**config.mk**
```make
export PLATFORM = sky130hd
export DESIGN_NAME = midi_to_usb_midi_packetizer
export DESIGN_NICKNAME = d
export VERILOG_FILES = /design/src/sv/m2u_pkg.sv /design/src/sv/m2u_encoder.sv /design/src/sv/midi_to_usb_midi_packetizer.sv
export SDC_FILE = /design/constraint.sdc
export NUM_CORES = 1
export LEC_CHECK = 0
export BUFFER_PORTS_ARGS = -buffer_cell sky130_fd_sc_hd__buf_4
export CORE_MARGIN = 2
export CORE_UTILIZATION = 45
export DETAILED_ROUTE_END_ITERATION = 12
export SYNTH_ARGS = -nofsm -noshare
export SYNTH_HDL_FRONTEND = slang
export SYNTH_HIERARCHICAL = 1
export SYNTH_SLANG_ARGS = --single-unit
```
**constraint.sdc**
```tcl
create_clock -name clk -period 4.9 [get_ports clk]
set_input_delay 0.245 -clock clk [delete_from_list [all_inputs] [get_ports clk]]
set_output_delay 0.245 -clock clk [all_outputs]
set_load 0.05 [all_outputs]
```
**src/sv/m2u_pkg.sv**
```systemverilog
// m2u_pkg: shared types and constants for the midi to usb-midi packetizer
// holds code index numbers, status byte codes and the encoder state struct
// no dependencies
package m2u_pkg;

	localparam logic [3:0] CIN_SYS_COMMON_2 = 4'h2;
	localparam logic [3:0] CIN_SYS_COMMON_3 = 4'h3;
	localparam logic [3:0] CIN_SYSEX_CONT   = 4'h4;
	localparam logic [3:0] CIN_SINGLE_END1  = 4'h5;
	localparam logic [3:0] CIN_SYSEX_END2   = 4'h6;
	localparam logic [3:0] CIN_SYSEX_END3   = 4'h7;
	localparam logic [3:0] CIN_REALTIME     = 4'hF;

	localparam logic [7:0] ST_SYSEX_START = 8'hF0;
	localparam logic [7:0] ST_MTC_QUARTER = 8'hF1;
	localparam logic [7:0] ST_SONG_POS    = 8'hF2;
	localparam logic [7:0] ST_SONG_SEL    = 8'hF3;
	localparam logic [7:0] ST_SYSEX_END   = 8'hF7;
	localparam logic [7:0] ST_REALTIME_LO = 8'hF8;

	localparam logic [7:0] HI_MASK  = 8'hF0;
	localparam logic [7:0] HI_PROG  = 8'hC0;
	localparam logic [7:0] HI_PRESS = 8'hD0;

	localparam int CFG_IDX_W = 2;
	localparam logic [CFG_IDX_W-1:0] CFG_CABLE_NUMBER = 2'd0;
	localparam logic [CFG_IDX_W-1:0] CFG_LINK_UP      = 2'd1;

	typedef struct packed {
		logic       in_sysex;
		logic [1:0] held_count;
		logic [1:0] needed_count;
		logic [7:0] held0;
		logic [7:0] held1;
		logic [7:0] open_status;
	} enc_state_t;

	typedef struct packed {
		logic [3:0] code_index;
		logic [7:0] first_data;
		logic [7:0] second_data;
		logic [7:0] third_data;
	} packet_t;

	localparam enc_state_t STATE_IDLE = '{
		in_sysex: 1'b0, held_count: 2'd0, needed_count: 2'd0,
		held0: 8'h00, held1: 8'h00, open_status: 8'h00
	};

endpackage

```
**src/sv/m2u_encoder.sv**
```systemverilog
// m2u_encoder: combinational next-state and packet logic for one midi byte
// depends on m2u_pkg for the state struct, packet struct and code constants
module m2u_encoder (
	input  logic                 link_up,
	input  logic [7:0]           midi_byte,
	input  logic                 last_in_batch,
	input  m2u_pkg::enc_state_t  cur,
	output m2u_pkg::enc_state_t  nxt,
	output logic                 emit,
	output m2u_pkg::packet_t     pkt
);

	logic [3:0] msg_cin;

	always_comb begin
		if (cur.open_status >= m2u_pkg::ST_SYSEX_START) begin
			msg_cin = (cur.open_status == m2u_pkg::ST_SONG_POS) ?
				m2u_pkg::CIN_SYS_COMMON_3 : m2u_pkg::CIN_SYS_COMMON_2;
		end else begin
			msg_cin = cur.open_status[7:4];
		end
	end

	always_comb begin
		nxt  = cur;
		emit = 1'b0;
		pkt  = '0;
		if (link_up) begin
			priority if (midi_byte >= m2u_pkg::ST_REALTIME_LO) begin
				emit = 1'b1;
				pkt.code_index = m2u_pkg::CIN_REALTIME;
				pkt.first_data = midi_byte;
			end else if (midi_byte == m2u_pkg::ST_SYSEX_START) begin
				nxt = m2u_pkg::STATE_IDLE;
				nxt.in_sysex = 1'b1;
				nxt.held0 = m2u_pkg::ST_SYSEX_START;
				nxt.held_count = 2'd1;
			end else if (midi_byte == m2u_pkg::ST_SYSEX_END) begin
				nxt  = m2u_pkg::STATE_IDLE;
				emit = 1'b1;
				if (cur.in_sysex && cur.held_count == 2'd1) begin
					pkt.code_index  = m2u_pkg::CIN_SYSEX_END2;
					pkt.first_data  = cur.held0;
					pkt.second_data = m2u_pkg::ST_SYSEX_END;
				end else if (cur.in_sysex && cur.held_count >= 2'd2) begin
					pkt.code_index  = m2u_pkg::CIN_SYSEX_END3;
					pkt.first_data  = cur.held0;
					pkt.second_data = cur.held1;
					pkt.third_data  = m2u_pkg::ST_SYSEX_END;
				end else begin
					pkt.code_index = m2u_pkg::CIN_SINGLE_END1;
					pkt.first_data = m2u_pkg::ST_SYSEX_END;
				end
			end else if (midi_byte >= m2u_pkg::ST_MTC_QUARTER) begin
				nxt = m2u_pkg::STATE_IDLE;
				if (midi_byte == m2u_pkg::ST_MTC_QUARTER ||
				    midi_byte == m2u_pkg::ST_SONG_SEL) begin
					nxt.open_status  = midi_byte;
					nxt.needed_count = 2'd1;
				end else if (midi_byte == m2u_pkg::ST_SONG_POS) begin
					nxt.open_status  = midi_byte;
					nxt.needed_count = 2'd2;
				end else begin
					emit = 1'b1;
					pkt.code_index = m2u_pkg::CIN_SINGLE_END1;
					pkt.first_data = midi_byte;
				end
			end else if (midi_byte[7]) begin
				nxt = m2u_pkg::STATE_IDLE;
				nxt.open_status = midi_byte;
				if ((midi_byte & m2u_pkg::HI_MASK) == m2u_pkg::HI_PROG ||
				    (midi_byte & m2u_pkg::HI_MASK) == m2u_pkg::HI_PRESS) begin
					nxt.needed_count = 2'd1;
				end else begin
					nxt.needed_count = 2'd2;
				end
			end else if (cur.in_sysex) begin
				if (cur.held_count >= 2'd2) begin
					emit = 1'b1;
					pkt.code_index  = m2u_pkg::CIN_SYSEX_CONT;
					pkt.first_data  = cur.held0;
					pkt.second_data = cur.held1;
					pkt.third_data  = midi_byte;
					nxt.held_count  = 2'd0;
					nxt.held0       = 8'h00;
					nxt.held1       = 8'h00;
				end else begin
					if (cur.held_count[0]) begin
						nxt.held1 = midi_byte;
					end else begin
						nxt.held0 = midi_byte;
					end
					nxt.held_count = 2'(cur.held_count + 2'd1);
				end
			end else if (cur.needed_count != 2'd0) begin
				if (cur.needed_count == 2'd1) begin
					nxt  = m2u_pkg::STATE_IDLE;
					emit = 1'b1;
					pkt.code_index  = msg_cin;
					pkt.first_data  = cur.open_status;
					pkt.second_data = midi_byte;
				end else if (cur.held_count == 2'd0) begin
					nxt.held0      = midi_byte;
					nxt.held_count = 2'd1;
				end else begin
					nxt  = m2u_pkg::STATE_IDLE;
					emit = 1'b1;
					pkt.code_index  = msg_cin;
					pkt.first_data  = cur.open_status;
					pkt.second_data = cur.held0;
					pkt.third_data  = midi_byte;
				end
			end

			// batch end flushes a partial sysex chunk
			if (last_in_batch && !emit && nxt.in_sysex && nxt.held_count != 2'd0) begin
				emit = 1'b1;
				pkt.code_index  = m2u_pkg::CIN_SYSEX_CONT;
				pkt.first_data  = nxt.held0;
				pkt.second_data = (nxt.held_count >= 2'd2) ? nxt.held1 : 8'h00;
				pkt.third_data  = 8'h00;
				nxt.held_count  = 2'd0;
				nxt.held0       = 8'h00;
				nxt.held1       = 8'h00;
			end
		end
	end

endmodule

```
**src/sv/midi_to_usb_midi_packetizer.sv**
```systemverilog
// midi_to_usb_midi_packetizer: raw midi bytes in, 4-byte usb-midi event packets out
// pkt_valid: set as a message's last byte moves from the byte register to the result register
// throughput: one byte per cycle; a stalled packet holds an emitting byte in the byte register
// reset: arst_n clears parser state, cable number, link_up and all valid flags
// depends on m2u_pkg and m2u_encoder
module midi_to_usb_midi_packetizer (
	input  logic                             clk,
	input  logic                             arst_n,
	input  logic                             midi_valid,
	output logic                             midi_stall,
	input  logic [7:0]                       midi_byte,
	input  logic                             last_in_batch,
	output logic                             pkt_valid,
	input  logic                             pkt_stall,
	output logic [3:0]                       cable,
	output logic [3:0]                       code_index,
	output logic [7:0]                       first_data,
	output logic [7:0]                       second_data,
	output logic [7:0]                       third_data,
	input  logic                             cfg_valid,
	output logic                             cfg_ready,
	input  logic [m2u_pkg::CFG_IDX_W-1:0]    cfg_index,
	input  logic [7:0]                       cfg_data
);

	logic [3:0]          cable_number_q;
	logic                link_up_q;

	logic                valid_s1;
	logic [7:0]          byte_s1;
	logic                last_s1;

	m2u_pkg::enc_state_t state_q;
	m2u_pkg::enc_state_t state_nxt;
	logic                emit;
	m2u_pkg::packet_t    pkt;

	logic                out_valid_q;
	logic [3:0]          out_cable_q;
	m2u_pkg::packet_t    out_pkt_q;

	logic                out_free;
	logic                fire;

	assign cfg_ready = 1'b1;

	// config registers
	always_ff @(posedge clk or negedge arst_n) begin
		if (!arst_n) begin
			cable_number_q <= 4'd0;
			link_up_q      <= 1'b0;
		end else if (cfg_valid && cfg_ready) begin
			if (cfg_index == m2u_pkg::CFG_CABLE_NUMBER) begin
				cable_number_q <= cfg_data[3:0];
			end else if (cfg_index == m2u_pkg::CFG_LINK_UP) begin
				link_up_q <= cfg_data[0];
			end
		end
	end

	m2u_encoder u_enc (
		.link_up       (link_up_q),
		.midi_byte     (byte_s1),
		.last_in_batch (last_s1),
		.cur           (state_q),
		.nxt           (state_nxt),
		.emit          (emit),
		.pkt           (pkt)
	);

	assign out_free   = !out_valid_q || !pkt_stall;
	assign fire       = valid_s1 && (out_free || !emit);
	assign midi_stall = valid_s1 && !fire;

	// input word register
	always_ff @(posedge clk or negedge arst_n) begin
		if (!arst_n) begin
			valid_s1 <= 1'b0;
		end else if (!midi_stall) begin
			valid_s1 <= midi_valid;
		end
	end

	always_ff @(posedge clk) begin
		if (midi_valid && !midi_stall) begin
			byte_s1 <= midi_byte;
			last_s1 <= last_in_batch;
		end
	end

	// parser state
	always_ff @(posedge clk or negedge arst_n) begin
		if (!arst_n) begin
			state_q <= m2u_pkg::STATE_IDLE;
		end else if (fire) begin
			state_q <= state_nxt;
		end
	end

	// result word register
	always_ff @(posedge clk or negedge arst_n) begin
		if (!arst_n) begin
			out_valid_q <= 1'b0;
		end else if (fire && emit) begin
			out_valid_q <= 1'b1;
		end else if (!pkt_stall) begin
			out_valid_q <= 1'b0;
		end
	end

	always_ff @(posedge clk) begin
		if (fire && emit) begin
			out_cable_q <= cable_number_q;
			out_pkt_q   <= pkt;
		end
	end

	assign pkt_valid   = out_valid_q;
	assign cable       = out_cable_q;
	assign code_index  = out_pkt_q.code_index;
	assign first_data  = out_pkt_q.first_data;
	assign second_data = out_pkt_q.second_data;
	assign third_data  = out_pkt_q.third_data;

	a_stall_needs_word: assert property (@(posedge clk) disable iff (!arst_n)
		midi_stall |-> valid_s1)
		else $error("input stalled with empty word register");

	a_no_overwrite: assert property (@(posedge clk) disable iff (!arst_n)
		(out_valid_q && pkt_stall) |=> (out_valid_q && $stable(out_pkt_q)))
		else $error("pending packet lost or changed");

	a_held_range: assert property (@(posedge clk) disable iff (!arst_n)
		state_q.held_count != 2'd3 && state_q.needed_count != 2'd3)
		else $error("held or needed count out of range");

	a_sysex_no_msg: assert property (@(posedge clk) disable iff (!arst_n)
		state_q.in_sysex |-> (state_q.needed_count == 2'd0))
		else $error("sysex and channel message open together");

	a_new_pkt_from_fire: assert property (@(posedge clk) disable iff (!arst_n)
		$rose(out_valid_q) |-> $past(fire && emit))
		else $error("packet appeared without an encoded word");

endmodule
```
==> out/summary.txt, run 1 <==
Outcome: completed
DP Cell Count: 723
IO Count: 59
Mux contribution to synthesized area: 0.0127
Synth Area in Adders: 0
Sequential-to-total area share from yosys stat: 0.408
Die width: 112 µm
GPL Wtd Cong: 0.937
EDFF count, synth: 41
Met1 Track Usage GR: 0.364
RSZ-0062 raised after global routing: no
# diodes: 0
Met2 Track Usage GR: 0.418
Register bit total from synthesis: 77
Drt wl/cell: 22.2 µm
Critical Path Start Type: register
1st-iter DRT viols: 464
Total setup buffers inserted after CTS: 0
Most used DFF post-synth: edfxtp_1
DP HPWL: 11000 µm
Fin crit share: 0.790
Final min period: 3.87 ns
Top cell type by total area after synthesis: edfxtp_1
Met3 Use GR: 0.0610
Top delay family on crit path: simple AND/OR/NAND/NOR gates
CP max-delay cell: edfxtp_1
Die area: 12500 µm²
H-Tree Depth: 3
Ranking of synthesized cells by area: edfxtp_1 24%, dfrtp_1 17%, nand2b_1 4.7%, nand2_1 4.3%, nand4_1 3.8%
Post-synthesis instance total: 571
Fin. Hold Viols: 0
Nets@finish: 616
Synth Area in Compound Gates: 0.289
Most frequent CP cell: buf_4
Worst R2R Path Depth: 8
Critical path type: register to primary output
Count leader, synth: nand2_1
Net count after synthesis: 595
DRC: 0
CTS sink cnt: 77
Clock transition at path regs: 0.06 ns
Final setup fails: 0
GRT Total Usage: 0.268
Initial antenna violation count: 0
CP bufs+invs: 3
Site Rows: 39
Worst Path Required: 4.66 ns
Top Usage Layer GRT: met2
Max FO, Critical Path: 31
Highest clock rate: 0.258 GHz
Rel. slew slack: 0.258
Max Cap Viol: 0
Number of global-route vias before repair: 4691
Xor and xnor area share after synthesis: 0
Type of the worst min-delay path: input port to register
Detailed-route vias per instance: 6.60
WP data arrival: 3.63 ns
Final Max Tran Viols: 0
Layout cells sized above 1: 0.196
Die Span Y: 112 µm
Worst path depth: 9
Layout Cells excl Fill: 740
Buffers on Ports: 53
Critical path capture point type: primary output
Leak: 2.08 nW
CP max stage delay: 0.71 ns
Async S/R FF share, synth: 0.468
Remaining antenna violation count: 0
Max IR drop VDD: 0.219 mV
Clock skew: 0.00448 ns
Power density cells: 393 nW/µm²
Area Overhead vs Synth: 13.5%
Simple-Gate Fraction of Synth Area: 0.222
Total number of vias: 4881
CTS tree: built
First-pass GRT wire length: 26400 µm
# resized after CTS: 0
Final setup TNS: 0 ns
Avg Cell Area, Syn: 9.14 µm²
Share of the synthesized area in the top cell type: 0.236
Most common library cells after synthesis: 60 x nand2_1, 41 x edfxtp_1, 39 x nand2b_1, 39 x o21ai_0, 36 x dfrtp_1
WL final: 16400 µm
Clock Latency Late Sink: 0.34 ns
Largest net degree at the start of global routing: 37
Slew @ Worst Pin: 1.11 ns
Initial Utilization: 0.459
Syn Std Cell Area: 5220 µm²
Worst Hold Path Cells: 1
Final Util: 0.521
TritonRoute pass-1 iters: 6
Clk buf depth: 2
Worst-path cell chain: nand4_2 -> nor4_4 -> a311o_2 -> nand2_2 -> a31oi_2 -> buf_4 -> nand4_1 -> inv_1 -> buf_4
# hold bufs at CTS: 1
Grt ovf: 0
Inserted Clock Buffers: 9
Cell variety after synth: 69
Main combinational cell family by area after synthesis: compound AO/OA/AOI/OAI gates
Yosys warnings: 6
CORE AREA: 11400 µm²
Root Buffer: clkbuf_16
-- per-stage QoR --
step | setup WS [ns] | power (mW) | hold slack, ns | cell area, µm²
6_report | 1.03 | 2.33 | 0.0791 | 5930
5_1_grt | 0.834 | 2.46 | 0.0655 | 5930
4_1_cts | 1.05 | 2.33 | 0.0707 | 5930
3_5_place_dp | 1.28 | 1.69 | 0.252 | 5630
3_3_place_gp | 1.33 | 1.68 | 0.246 | 5630
2_1_floorplan | 0.543 | 1.45 | -0.0506 | 5220
-- cells by family after synthesis --
group / Yosys count
simple gates: 213
mux: 6
flops: 77
compound gates: 201
other cells: 1
buf+inv: 73
-- cells in the final DEF (no fill, tap or decap), drive strengths merged, types with 15 or more instances in the layout --
cell,netlist,layout
a21oi,31,31
buf,25,69
dfrtp,36,36
edfxtp,41,41
inv,13,16
nand2,61,61
nand2b,39,39
nand3,15,15
nand4,33,33
nor2,18,18
nor3,17,17
o211ai,31,31
o21ai,40,40
-- flip-flops by register name, indices dropped and copies added, names as in the netlist, 4 cells and up --
name	cells
first_data	8
state_q	29
second_data	8
cable_number_q	4
code_index	4
third_data	8
cable	4
byte_s1	8
-- per-layer routing --
layer,part of all wire,vias up
met5,0,-
met2,0.47,223
met4,0.030,0
met1,0.43,2384
met3,0.072,40
li1,-,2234
-- cell type report --
cell class,instances,area (µm²)
Timing Repair Buffer,70,528
Clock inverter,7,58.8
Inverter,13,48.8
Sequential cell,77,2130
Multi-Input combinational cell,421,2750
Clock buffer,9,225
Tap cell,143,179
Fill cell,1081,5440
-- path summary, 6_finish.rpt --
check	startpoint	endpoint	slack, ns
min in group asynchronous	arst_n	state_q[0]	0.42
min	midi_byte[0]	byte_s1[0]	0.08
min reg2reg	cable_number_q[1]	cable[1]	0.45
max	byte_s1[5]	midi_stall	1.03
max reg2reg	byte_s1[5]	byte_s1[5]	1.24
max in group asynchronous	arst_n	state_q[22]	4.13
-- worst register-to-register path, delay by kind of cell (launching register included) --
kind	cells	cell delay (ns)
flops	1	0.71
simple gates	5	1.68
buf+inv	1	0.37
compound gates	2	0.59
-- power breakdown --
| group | total (mW) | internal [mW] | leakage [nW] | switching (mW) |
|---|---|---|---|---|
| Combinational | 0.770 | 0.254 | 1.08 | 0.516 |
| Clock | 0.637 | 0.351 | 0.138 | 0.286 |
| Sequential | 0.924 | 0.778 | 0.867 | 0.146 |
| Total | 2.33 | 1.38 | 2.08 | 0.949 |
Note: power is estimated with default switching activity, not from simulation.
==> inputs of run 2 (changes only) <==
--- a/config.mk
+++ b/config.mk
@@ -5,10 +5,12 @@
 export SDC_FILE = /design/constraint.sdc
 export NUM_CORES = 1
 export LEC_CHECK = 0
+export ABC_AREA = 1
 export BUFFER_PORTS_ARGS = -buffer_cell sky130_fd_sc_hd__buf_4
 export CORE_MARGIN = 2
 export CORE_UTILIZATION = 45
 export DETAILED_ROUTE_END_ITERATION = 12
+export PLACE_DENSITY = 0.67
 export SYNTH_ARGS = -nofsm -noshare
 export SYNTH_HDL_FRONTEND = slang
 export SYNTH_HIERARCHICAL = 1
==> constraint.sdc (replaced) <==
create_clock -name clk -period 3.1 [get_ports clk]
set_input_delay 0.155 -clock clk [delete_from_list [all_inputs] [get_ports clk]]
set_output_delay 0.155 -clock clk [all_outputs]
set_load 0.05 [all_outputs]
==> run 2 against run 1 <==
Synthesized cell count grew 24%. Setup slack lost 0.54 ns. Flip-flop and latch count is the same. Synthesized area shrank 4.9%. Hold slack lost 0.060 ns. Core utilization grew 0.76 points. Clock skew grew 0.0046 ns. Clock power is essentially flat. Sequential power grew 42%. Critical path type unchanged. Largest cell class unchanged. Largest power group unchanged.
==> out/summary.txt, run 2 <==
Most frequent CP cell: nand3_2
Final Max Tran Viols: 0
Outcome: completed
Max IR drop VDD: 0.269 mV
# hold bufs at CTS: 10
Layout cells sized above 1: 0.137
Clock transition at path regs: 0.07 ns
CP max stage delay: 0.61 ns
Total setup buffers inserted after CTS: 0
Inserted Clock Buffers: 9
Leak: 2.67 nW
Async S/R FF share, synth: 0.468
Slew @ Worst Pin: 0.715 ns
Largest net degree at the start of global routing: 37
Register bit total from synthesis: 77
Total power: 2.72 mW
GRT Total Usage: 0.270
Worst Path Required: 2.94 ns
WP data arrival: 2.46 ns
Rel. slew slack: 0.520
Max FO, Critical Path: 10
Clk buf depth: 2
Drt wl/cell: 16.8 µm
CTS tree: built
Ranking of synthesized cells by area: edfxtp_1 25%, nand2_1 21%, dfrtp_1 18%, nand3_1 8.4%, nor2_1 4.3%
RSZ-0062 raised after global routing: no
CTS sink cnt: 77
Critical path type: register to primary output
Clock Latency Late Sink: 0.36 ns
Power density cells: 478 nW/µm²
Clock network power share: 0.233
Die area: 11900 µm²
Multi-input gate area: 2420 µm²
IO Count: 59
Avg Cell Area, Syn: 7.03 µm²
Sw Share: 0.375
Register Area: 2130 µm²
Max reg flops: 29
WL final: 15200 µm
Die width: 109 µm
Reg with most FFs: state_q
# diodes: 0
Cell variety after synth: 36
Total number of vias: 5025
Most used DFF post-synth: edfxtp_1
CORE AREA: 10800 µm²
TritonRoute pass-1 iters: 5
Count leader, synth: nand2_1
Detailed-route vias per instance: 5.55
1st-iter DRT viols: 490
Nets@finish: 785
First-pass GRT wire length: 24400 µm
Number of global-route vias before repair: 4685
Syn Std Cell Area: 4960 µm²
Initial antenna violation count: 0
Cell internal pwr: 1.70 mW
Max Cap Viol: 0
Final setup TNS: 0 ns
Site Rows: 38
Critical path capture point type: primary output
Critical Path Start Type: register
Grt ovf: 0
Net count after synthesis: 730
Final min period: 2.62 ns
EDFF count, synth: 41
Type of the worst min-delay path: input port to register
Fin. Hold Viols: 0
Root Buffer: clkbuf_8
Leading cell type in the layout, fill and taps excluded: nand2_1
Post-synthesis instance total: 706
Initial Utilization: 0.460
Worst-path cell chain: o21ai_2 -> nand3_2 -> nor2_8 -> o21a_1 -> nand3_2 -> nor2_1 -> buf_4
Remaining antenna violation count: 0
DP HPWL: 10800 µm
Top delay family on crit path: compound AO/OA/AOI/OAI gates
# resized after CTS: 0
Buffers on Ports: 53
Sequential-to-total area share from yosys stat: 0.430
Combinational power share: 0.287
Clock skew: 0.00907 ns
Fin crit share: 0.844
Most frequent cells in the layout: 275 x nand2_1, 83 x nand3_1, 67 x buf_4
Final setup fails: 0
DRC: 0
Most common library cells after synthesis: 275 x nand2_1, 83 x nand3_1, 57 x nor2_1
Top cell type by total area after synthesis: edfxtp_1
Highest clock rate: 0.382 GHz
H-Tree Depth: 3
Die Span Y: 109 µm
Share of the synthesized area in the top cell type: 0.248
CP bufs+invs: 1
Sw power: 1.02 mW
CP max-delay cell: edfxtp_1
GPL Wtd Cong: 0.986
Yosys warnings: 6
Sequential Power Share: 0.480
Fill count: 1080
Area Overhead vs Synth: 15.0%
## run 2: changes by cell type after synthesis, sizes merged, moves of 9 or more
| cell | previous run | this run |
|---|---|---|
| nand2 | 61 | 285 |
| nand3 | 15 | 86 |
| nor2 | 18 | 64 |
| nand2b | 39 | 0 |
| inv | 13 | 51 |
| o211ai | 31 | 2 |
| clkbuf | 35 | 11 |
| nand4 | 33 | 11 |
| a32o | 11 | 0 |
| a32oi | 11 | 0 |
| a21oi | 31 | 22 |
| a22o | 9 | 0 |
| a22oi | 10 | 1 |
## run 2: path summary, 6_finish.rpt
kind,startpoint,end,slack (ns),cells after the start
hold / removal,midi_valid,valid_s1,0.02,3
setup reg to reg,byte_s1[2],state_q[19],0.54,12
max in group asynchronous,arst_n,state_q[23],2.43,2
hold reg to reg,cable_number_q[0],cable[0],0.45,0
setup / recovery,byte_s1[2],midi_stall,0.48,7
min in group asynchronous,arst_n,state_q[4],0.31,2
## run 2: power by group through the flow
stage	clock [mW]	combinational (mW)	sequential, mW
5_1_grt	0.688	0.865	1.32
3_3_place_gp	0	0.748	1.32
3_5_place_dp	0	0.755	1.32
2_1_floorplan	0	0.507	1.32
6_report	0.636	0.783	1.31
4_1_cts	0.655	0.769	1.30
## run 2: per-layer routing
| layer | up-vias | GRT usage | share of wire |
|---|---|---|---|
| met2 | 233 | 0.440 | 0.46 |
| met5 | - | 0 | 0 |
| met4 | 0 | 0.0678 | 0.015 |
| li1 | 2408 | - | - |
| met1 | 2364 | 0.371 | 0.45 |
| met3 | 20 | 0.0502 | 0.076 |
## run 2: worst min-delay path, cell delays in order
cell and delay [ns]:
buf_4 0.08, inv_1 0.03, o21ai_0 0.07
## run 2: kinds of logic after synthesis
family	Yosys count	share of synthesized area
other	1	0.000756
buffers and inverters	89	0.0835
AND/OR/NAND/NOR	458	0.398
AO/OA/AOI/OAI	81	0.0885
flip-flops	77	0.430
## run 2: through the flow
stage / util / hold WS (ns) / instances / setup slack, ns / cell area [µm²]
after floorplan: - / -0.141 / 706 / 0.142 / 4960
after global placement: 0.505 / 0.157 / 880 / 0.701 / 5450
after detailed placement: 0.505 / 0.164 / 880 / 0.661 / 5450
after CTS: 0.529 / 0.00970 / 906 / 0.484 / 5710
after global routing: 0.529 / 0.0601 / 906 / 0.304 / 5710
final: 0.529 / 0.0187 / 906 / 0.484 / 5710
## run 2: final cells by class
type / count / share of cell area
inverter: 55 / 0.0364
timing repair buffer: 78 / 0.109
tap: 140 / 0.0307
sequential: 77 / 0.374
multi-input combinational: 540 / 0.423
clock inverter: 2 / 0.00175
clock buffer: 14 / 0.0250
